### src/rtl/core/sspg_pkg.sv
// Shared types and constants for the step/direction pulse generator.
// No dependencies; imported by the controller, the datapath and the top level.
package sspg_pkg;

  typedef enum logic [1:0] {
    REQ_TICK  = 2'd0,
    REQ_SPEED = 2'd1,
    REQ_POS   = 2'd2,
    REQ_NONE  = 2'd3
  } req_e;

  localparam logic [1:0] CFG_MAX_SPEED   = 2'd0;
  localparam logic [1:0] CFG_MICRO_STEP  = 2'd1;
  localparam logic [1:0] CFG_REVERSE_DIR = 2'd2;

  localparam int unsigned CFG_DATA_W = 32;

  localparam logic [22:0] MAX_SPEED_RST  = 23'h7FFFFF;
  localparam logic [5:0]  MICRO_STEP_RST = 6'd16;
  localparam logic [31:0] IDLE_PERIOD    = 32'd100000;

  typedef struct packed {
    req_e               req_type;
    logic signed [23:0] speed_value;
    logic signed [31:0] position_value;
  } in_word_t;

  typedef struct packed {
    logic               step_out;
    logic               dir_out;
    logic signed [31:0] position;
    logic               running;
  } out_word_t;

  // Controller to datapath
  typedef struct packed {
    logic tick;
    logic pos_load;
    logic speed_load;
    logic scale;
    logic decide;
    logic div_step;
    logic out_load;
  } sspg_cmd_t;

  // Datapath to controller
  typedef struct packed {
    logic changed;
    logic scaled_zero;
    logic div_last;
  } sspg_sts_t;

endpackage

### src/rtl/core/stepper_step_pulse_generator.sv
// Step/direction pulse generator. Tick, position and no-op words: one word per
// cycle while idle with output room, result registered in the cycle after acceptance.
// Speed words: scale, decide, then the restoring period divider (one quotient bit per
// cycle, 32 bits) unless the speed is unchanged or scales to zero; input stalls until
// the result loads. Reset (rst_ni low, asynchronous) clears the timer, position and
// result valid and restores the configuration defaults; no clearing pass is needed.
module stepper_step_pulse_generator #(
  parameter int unsigned PERIOD_NUMERATOR = 400000
) (
  input  logic                            clk_i,
  input  logic                            rst_ni,
  input  logic                            in_valid_i,
  output logic                            in_stall_o,
  input  sspg_pkg::in_word_t              in_word_i,
  output logic                            out_valid_o,
  input  logic                            out_stall_i,
  output sspg_pkg::out_word_t             out_word_o,
  input  logic                            cfg_valid_i,
  output logic                            cfg_ready_o,
  input  logic [1:0]                      cfg_index_i,
  input  logic [sspg_pkg::CFG_DATA_W-1:0] cfg_data_i
);
  import sspg_pkg::*;

  sspg_cmd_t cmd;
  sspg_sts_t sts;

  assign cfg_ready_o = 1'b1;

  sspg_ctrl u_ctrl (
    .clk_i       (clk_i),
    .rst_ni      (rst_ni),
    .in_valid_i  (in_valid_i),
    .in_req_i    (in_word_i.req_type),
    .in_stall_o  (in_stall_o),
    .out_valid_o (out_valid_o),
    .out_stall_i (out_stall_i),
    .cmd_o       (cmd),
    .sts_i       (sts)
  );

  sspg_dpath #(
    .PERIOD_NUMERATOR (PERIOD_NUMERATOR)
  ) u_dpath (
    .clk_i       (clk_i),
    .rst_ni      (rst_ni),
    .in_word_i   (in_word_i),
    .cfg_we_i    (cfg_valid_i && cfg_ready_o),
    .cfg_index_i (cfg_index_i),
    .cfg_data_i  (cfg_data_i),
    .cmd_i       (cmd),
    .sts_o       (sts),
    .out_word_o  (out_word_o)
  );

endmodule

### src/rtl/core/sspg_ctrl.sv
// Controller state machine for the step/direction pulse generator.
// Sequences speed words through scale, decide and divide; uses sspg_pkg.
module sspg_ctrl (
  input  logic              clk_i,
  input  logic              rst_ni,
  input  logic              in_valid_i,
  input  sspg_pkg::req_e    in_req_i,
  output logic              in_stall_o,
  output logic              out_valid_o,
  input  logic              out_stall_i,
  output sspg_pkg::sspg_cmd_t cmd_o,
  input  sspg_pkg::sspg_sts_t sts_i
);
  import sspg_pkg::*;

  typedef enum logic [2:0] {
    S_IDLE,
    S_SCALE,
    S_DECIDE,
    S_DIV,
    S_PUT
  } state_e;

  state_e state_q, state_d;
  logic   out_valid_q;
  logic   out_room;
  logic   in_fire;

  assign out_room   = !out_valid_q || !out_stall_i;
  assign in_stall_o = (state_q != S_IDLE) || !out_room;
  assign in_fire    = in_valid_i && !in_stall_o;
  assign out_valid_o = out_valid_q;

  always_comb begin
    cmd_o   = '0;
    state_d = state_q;
    case (state_q)
      S_IDLE: begin
        if (in_fire) begin
          case (in_req_i)
            REQ_TICK: begin
              cmd_o.tick     = 1'b1;
              cmd_o.out_load = 1'b1;
            end
            REQ_POS: begin
              cmd_o.pos_load = 1'b1;
              cmd_o.out_load = 1'b1;
            end
            REQ_SPEED: begin
              cmd_o.speed_load = 1'b1;
              state_d          = S_SCALE;
            end
            default: cmd_o.out_load = 1'b1;
          endcase
        end
      end
      S_SCALE: begin
        cmd_o.scale = 1'b1;
        state_d     = S_DECIDE;
      end
      S_DECIDE: begin
        cmd_o.decide = 1'b1;
        state_d      = (sts_i.changed && !sts_i.scaled_zero) ? S_DIV : S_PUT;
      end
      S_DIV: begin
        cmd_o.div_step = 1'b1;
        if (sts_i.div_last) state_d = S_PUT;
      end
      S_PUT: begin
        // wait for room in the output register
        if (out_room) begin
          cmd_o.out_load = 1'b1;
          state_d        = S_IDLE;
        end
      end
      default: state_d = S_IDLE;
    endcase
  end

  always_ff @(posedge clk_i or negedge rst_ni) begin
    if (!rst_ni) begin
      state_q     <= S_IDLE;
      out_valid_q <= 1'b0;
    end else begin
      state_q <= state_d;
      if (cmd_o.out_load) begin
        out_valid_q <= 1'b1;
      end else if (!out_stall_i) begin
        out_valid_q <= 1'b0;
      end
    end
  end

  a_load_has_room : assert property (@(posedge clk_i) disable iff (!rst_ni)
    cmd_o.out_load |-> out_room)
    else $error("result loaded over a held word");

  a_speed_to_scale : assert property (@(posedge clk_i) disable iff (!rst_ni)
    (in_fire && in_req_i == REQ_SPEED) |=> state_q == S_SCALE)
    else $error("speed word did not start scaling");

  a_div_holds : assert property (@(posedge clk_i) disable iff (!rst_ni)
    (state_q == S_DIV && !sts_i.div_last) |=> state_q == S_DIV)
    else $error("divider left early");

  a_valid_from_load : assert property (@(posedge clk_i) disable iff (!rst_ni)
    $rose(out_valid_q) |-> $past(cmd_o.out_load))
    else $error("result valid without a load");

endmodule

### src/rtl/core/sspg_dpath.sv
// Datapath for the step/direction pulse generator: step timer, position,
// speed scaling, 1-bit-per-cycle period divider and result register. Uses sspg_pkg.
module sspg_dpath #(
  parameter int unsigned PERIOD_NUMERATOR = 400000
) (
  input  logic                  clk_i,
  input  logic                  rst_ni,
  input  sspg_pkg::in_word_t    in_word_i,
  input  logic                  cfg_we_i,
  input  logic [1:0]            cfg_index_i,
  input  logic [sspg_pkg::CFG_DATA_W-1:0] cfg_data_i,
  input  sspg_pkg::sspg_cmd_t   cmd_i,
  output sspg_pkg::sspg_sts_t   sts_o,
  output sspg_pkg::out_word_t   out_word_o
);
  import sspg_pkg::*;

  localparam logic [31:0] Dividend = {PERIOD_NUMERATOR[23:0], 8'h00};

  // configuration
  logic [22:0] max_speed_q;
  logic [5:0]  micro_step_q;
  logic        reverse_dir_q;

  // architectural state
  logic        step_level_q, step_level_d;
  logic [31:0] position_q, position_d;
  logic        dir_rev_q, dir_rev_d;
  logic [23:0] prev_speed_q, prev_speed_d;
  logic [31:0] period_q, period_d;
  logic [31:0] count_q, count_d;
  logic        timer_on_q, timer_on_d;

  // speed path
  logic [23:0] raw_speed;
  logic        speed_neg;
  logic [23:0] mag_q;
  logic        changed_q;
  logic [29:0] product;
  logic [25:0] prod_scaled;
  logic [22:0] scaled_q;

  // divider
  logic [22:0] rem_q;
  logic [31:0] quot_q;
  logic [4:0]  div_cnt_q;
  logic [23:0] trial;
  logic        trial_ge;
  logic [22:0] rem_next;
  logic [31:0] quot_next;

  logic [31:0] count_inc;
  out_word_t   out_word_q;

  assign raw_speed   = in_word_i.speed_value;
  assign speed_neg   = raw_speed[23];
  assign product     = 30'(mag_q) * 30'(micro_step_q);
  assign prod_scaled = product[29:4];

  assign trial     = {rem_q, quot_q[31]};
  assign trial_ge  = trial >= {1'b0, scaled_q};
  assign rem_next  = trial_ge ? 23'(trial - {1'b0, scaled_q}) : trial[22:0];
  assign quot_next = {quot_q[30:0], trial_ge};

  assign sts_o.changed     = changed_q;
  assign sts_o.scaled_zero = (scaled_q == '0);
  assign sts_o.div_last    = (div_cnt_q == '1);

  assign count_inc = count_q + 32'd1;

  always_comb begin
    step_level_d = step_level_q;
    position_d   = position_q;
    dir_rev_d    = dir_rev_q;
    prev_speed_d = prev_speed_q;
    period_d     = period_q;
    count_d      = count_q;
    timer_on_d   = timer_on_q;

    if (cmd_i.tick && timer_on_q) begin
      // period zero wraps to the compare always passing, like a period of one
      if (count_inc >= period_q) begin
        count_d = '0;
        if (!step_level_q) begin
          position_d   = position_q + (dir_rev_q ? 32'hFFFF_FFFF : 32'd1);
          step_level_d = 1'b1;
        end else begin
          step_level_d = 1'b0;
        end
      end else begin
        count_d = count_inc;
      end
    end
    if (cmd_i.pos_load) position_d = in_word_i.position_value;
    if (cmd_i.speed_load) begin
      dir_rev_d    = speed_neg || (raw_speed == '0);
      prev_speed_d = raw_speed;
    end
    if (cmd_i.decide && changed_q && scaled_q == '0) begin
      period_d   = IDLE_PERIOD;
      timer_on_d = 1'b0;
    end
    if (cmd_i.div_step && sts_o.div_last) begin
      period_d   = quot_next;
      timer_on_d = 1'b1;
    end
  end

  always_ff @(posedge clk_i or negedge rst_ni) begin
    if (!rst_ni) begin
      max_speed_q   <= MAX_SPEED_RST;
      micro_step_q  <= MICRO_STEP_RST;
      reverse_dir_q <= 1'b0;
      step_level_q  <= 1'b0;
      position_q    <= '0;
      dir_rev_q     <= 1'b0;
      prev_speed_q  <= '0;
      period_q      <= IDLE_PERIOD;
      count_q       <= '0;
      timer_on_q    <= 1'b0;
      changed_q     <= 1'b0;
      div_cnt_q     <= '0;
    end else begin
      if (cfg_we_i) begin
        case (cfg_index_i)
          CFG_MAX_SPEED:   max_speed_q   <= cfg_data_i[22:0];
          CFG_MICRO_STEP:  micro_step_q  <= cfg_data_i[5:0];
          CFG_REVERSE_DIR: reverse_dir_q <= cfg_data_i[0];
          default: ;
        endcase
      end
      step_level_q <= step_level_d;
      position_q   <= position_d;
      dir_rev_q    <= dir_rev_d;
      prev_speed_q <= prev_speed_d;
      period_q     <= period_d;
      count_q      <= count_d;
      timer_on_q   <= timer_on_d;
      if (cmd_i.speed_load) changed_q <= (prev_speed_q != raw_speed);
      if (cmd_i.decide) begin
        div_cnt_q <= '0;
      end else if (cmd_i.div_step) begin
        div_cnt_q <= div_cnt_q + 5'd1;
      end
    end
  end

  always_ff @(posedge clk_i) begin
    if (cmd_i.speed_load) mag_q <= speed_neg ? 24'(~raw_speed + 24'd1) : raw_speed;
    if (cmd_i.scale) begin
      // clip to max_speed
      scaled_q <= (prod_scaled > {3'b000, max_speed_q}) ? max_speed_q : prod_scaled[22:0];
    end
    if (cmd_i.decide) begin
      rem_q  <= '0;
      quot_q <= Dividend;
    end else if (cmd_i.div_step) begin
      rem_q  <= rem_next;
      quot_q <= quot_next;
    end
    if (cmd_i.out_load) begin
      out_word_q.step_out <= step_level_d;
      out_word_q.dir_out  <= dir_rev_d ^ reverse_dir_q;
      out_word_q.position <= position_d;
      out_word_q.running  <= timer_on_d;
    end
  end

  assign out_word_o = out_word_q;

endmodule

### config.mk
export PLATFORM = sky130hd
export DESIGN_NAME = stepper_step_pulse_generator
export DESIGN_NICKNAME = d
export VERILOG_FILES = /design/src/rtl/core/sspg_pkg.sv /design/src/rtl/core/stepper_step_pulse_generator.sv /design/src/rtl/core/sspg_ctrl.sv /design/src/rtl/core/sspg_dpath.sv
export SDC_FILE = /design/constraint.sdc
export NUM_CORES = 1
export LEC_CHECK = 0
export ABC_AREA = 0
export BUFFER_PORTS_ARGS = -buffer_cell sky130_fd_sc_hd__buf_2
export CAP_MARGIN = 10
export CORE_ASPECT_RATIO = 0.7
export CORE_MARGIN = 4
export CORE_UTILIZATION = 60
export CTS_BUF_LIST = sky130_fd_sc_hd__clkbuf_2 sky130_fd_sc_hd__clkbuf_4 sky130_fd_sc_hd__clkbuf_8
export CTS_CLUSTER_DIAMETER = 60
export CTS_CLUSTER_SIZE = 24
export DETAILED_ROUTE_END_ITERATION = 10
export GPL_ROUTABILITY_DRIVEN = 0
export HOLD_SLACK_MARGIN = 0.03
export PLACE_DENSITY = 0.83
export SYNTH_ARGS = -nofsm -noshare
export SYNTH_HDL_FRONTEND = slang
export SYNTH_SLANG_ARGS = --single-unit
### constraint.sdc
create_clock -name clk_i -period 16 [get_ports clk_i]
set_input_delay 1.6 -clock clk_i [delete_from_list [all_inputs] [get_ports clk_i]]
set_output_delay 1.6 -clock clk_i [all_outputs]
set_load 0.01 [all_outputs]
==> reports/qor.yml <==
outcome:
  outcome: "complete, no violations"
global_routing:
  overflow: 0
  antenna_found_initial: 1
  grt_pass1_wl_um: 82700
  grt_pass1_vias: 16725
  grt_max_degree: 96
  grt.total_usage_pct: 25.4
setup_path:
  cp_data_required_time_ns: 16.35
  arrival_ns: 7.90
  critPathMaxFanout: 25
  critPathLaunchType: "register"
  cp-end-kind: "register"
  crit_type: "reg -> reg"
pwr:
  power_frac_seq_pct: 24.8
  p_per_area_nw_per_um2: 202
  p_comb_share_pct: 64.9
  ir_drop_v: 0.000173
  switching_share_pct: 46.1
  switchingPower_uw: 2120
  intPower_uw: 2470
  leakage_uw: 0.0105
  clockPowerShare_pct: 10.3
synth:
  yosysUniqueCellTypes: 77
  synth_ff_type: "dfrtp_1"
  synth_fp_nets: 2664
  ys_ff_latch: 300
  seq_area_frac_synth_pct: 36.0
  async_reset_ff_share_pct: 54.3
  syn_avg_cell_area_um2: 9.15
  syn_area_um2: 21300
  synth-warning-count: 0
  synth_edf_count: 82
  netlist_instances: 2329
routing:
  wl_per_cell_um: 16.9
  first_iter_violations: 1300
  ant_nets: 0
  vias_per_cell: 5.80
  vias: 16683
  drcViolationCount: 0
  drt_wl_total_um: 48700
  dr.pass1.iters: 8
sta:
  slew_violations: 0
  worstMarginPinSlew_ns: 1.06
  skew_ns: 0.0368
  rsz0062_at_grt: "false"
  finalHoldViolCount: 0
  setup_violations: 0
  fin_setup_tns_ns: 0
  fin_ws_ns: 8.45
  period_share_pct: 47.2
  relSlewSlack_pct: 29.4
  period_minus_slack_ns: 7.55
  clock.fmax_ghz: 0.132
placement:
  io_buffers: 124
  dpl_worst_slack_ns: 8.63
  dp_hpwl_um: 36300
clock_tree:
  clock_latency_ns: 0.61
  cts.clk_slew.worst_paths_ns: 0.14
  numCtsBuffers: 22
  clock-sinks: 300
  cts_hold_buf: 0
  cts_resized: 0
  ctsRootBufferMaster: "clkbuf_8"
  cts.path.max_buffers: 3
  htreeDepth: 1
  post_cts_buffers: 0
  cts_tree: "yes"
die:
  dieArea_um2: 38600
  start_util_pct: 61.1
  core_um2: 34900
  placementRows: 57
  die_h_um: 166
  ios: 135
  fp.dieW_um: 233
worst_hold_path:
  hold_class: "reg -> reg"
finish:
  drive_gt1_share_pct: 10.9
  layout.area.seq_um2: 7680
  syn_to_final_growth_pct: 6.93
  nNetsFinal: 2724
  diodes: 0
  mostFrequentLayoutCell: "nand2_1"
  multi_input_area_um2: 12500
  layout_common_cells: "371 x nand2_1, 208 x inv_1, 174 x o21ai_0"
  fillers: 2759
flow_run:
  drv_cap: 0
## per-layer routing
metal / vias up / wire (µm) / global-route usage (%)
li1: 8024 / - / -
met3: 72 / 2510 / 3.26
met1: 8105 / 23200 / 37.7
met4: 2 / 1030 / 5.82
met2: 480 / 22000 / 40.0
met5: - / 9 / 0
## kinds of logic after synthesis
family | after synthesis | share of synthesized area, %
compound gates | 475 | 13.9
xor+xnor | 145 | 5.96
fa+ha+maj | 238 | 17.2
buf+inv | 309 | 5.56
flops | 300 | 36.0
mux | 60 | 3.35
other cells | 1 | 0.0176
simple gates | 801 | 18.0
## stage by stage
| step | total power, µW | cell area, µm² | hold WS (ns) | utilization [%] | cells |
|---|---|---|---|---|---|
| floorplan | 3400 | 21300 | 0.393 | - | 2329 |
| global placement | 3920 | 22200 | 0.406 | 63.8 | 2837 |
| detailed placement | 4080 | 22200 | 0.415 | 63.8 | 2837 |
| CTS | 4570 | 22800 | 0.436 | 65.3 | 2877 |
| global route | 5010 | 22800 | 0.449 | 65.3 | 2877 |
| finish | 4590 | 22800 | 0.433 | 65.3 | 2877 |
## critical path, stage by stage (launching register included)
cell      delay, ns
dfrtp_1        0.92
and2_1         0.26
fa_1           0.43
fa_1           0.55
inv_1          0.05
fa_1           0.54
inv_1          0.04
ha_1           0.36
a21oi_1        0.24
o221ai_2       0.16
a21oi_1        0.28
a21oi_1        0.16
a21boi_0       0.45
o21bai_1       0.11
a21oi_1        0.19
xnor2_1        0.21
ha_1           0.31
a21oi_1        0.15
nor2b_1        0.08
o21ai_0        0.20
nand2b_1       0.08
a221oi_1       0.31
a31o_2         0.18
nand4_4        0.49
mux2_4         0.49
## flip-flops by register name, indices dropped and copies added, names as in the netlist
name and flops:
u_dpath.rem_q 23, u_dpath.mag_q 24, u_dpath.div_cnt_q 5, u_ctrl.out_valid_o 1
u_dpath.max_speed_q 23, u_dpath.changed_q 1, u_dpath.dir_rev_q 1, u_dpath.out_word_o 35
u_dpath.reverse_dir_q 1, u_dpath.scaled_q 23, u_dpath.timer_on_q 1, u_dpath.quot_q 32
u_dpath.count_q 32, u_dpath.step_level_q 1, u_dpath.period_q 32, u_dpath.prev_speed_q 24
u_ctrl.state_q 3, u_dpath.position_q 32, u_dpath.micro_step_q 6
## layout make-up
cell class              count  area share [%]
clock buffers              27            1.58
clock inverters            13           0.769
inverters                 208            3.43
multi-input cells        1720            54.7
flip-flops and latches    300            33.7
well taps                 472            2.59
repair buffers            137            3.18
## cells in the mapped netlist, types with 10 or more instances
master / instances / area share [%]
nand2_1: 371 / 6.5
inv_1: 208 / 3.7
o21ai_0: 175 / 4.1
ha_1: 147 / 8.6
dfrtp_1: 133 / 16
and2_1: 113 / 3.3
a21oi_1: 92 / 2.2
fa_1: 91 / 8.6
xnor2_1: 90 / 3.7
nor2_1: 88 / 1.6
clkbuf_1: 83 / 1.5
edfxtp_1: 82 / 12
nand3_1: 59 / 1.4
a21o_1: 56 / 2.0
dfxtp_1: 55 / 5.2
xor2_1: 55 / 2.3
o31ai_1: 47 / 1.7
dfstp_2: 30 / 3.7
nor3_1: 30 / 0.70
mux2i_1: 29 / 1.4
nand4_1: 24 / 0.70
mux2_4: 20 / 1.4
and3_1: 19 / 0.56
nor2b_1: 19 / 0.56
nand2b_1: 18 / 0.53
a31oi_1: 17 / 0.50
nor4_1: 17 / 0.50
a211oi_1: 13 / 0.46
o21a_1: 12 / 0.42
mux2_2: 11 / 0.58
buf_1: 10 / 0.18
or3_1: 10 / 0.29
## path summary, 6_finish.rpt
kind / cells after the start / start / slack [ns] / end
max: 24 / u_dpath.micro_step_q[5] / 8.45 / u_dpath.scaled_q[11]
min: 2 / u_dpath.quot_q[8] / 0.43 / u_dpath.period_q[9]
max reg2reg: 24 / u_dpath.micro_step_q[5] / 8.45 / u_dpath.scaled_q[11]
min reg2reg: 2 / u_dpath.quot_q[8] / 0.43 / u_dpath.period_q[9]
max in group asynchronous: 2 / rst_ni / 13.42 / u_dpath.prev_speed_q[23]
min in group asynchronous: 1 / rst_ni / 1.07 / u_dpath.micro_step_q[1]
## power by group through the flow
| stage | sequential (µW) | combinational, µW | clock, µW |
|---|---|---|---|
| after detailed placement | 1150 | 2920 | 0 |
| after floorplan | 1130 | 2270 | 0 |
| final | 1140 | 2980 | 473 |
| after global routing | 1160 | 3340 | 514 |
| after global placement | 1140 | 2780 | 0 |
| after CTS | 1140 | 2950 | 484 |
Power figures use the tool's default switching activity.
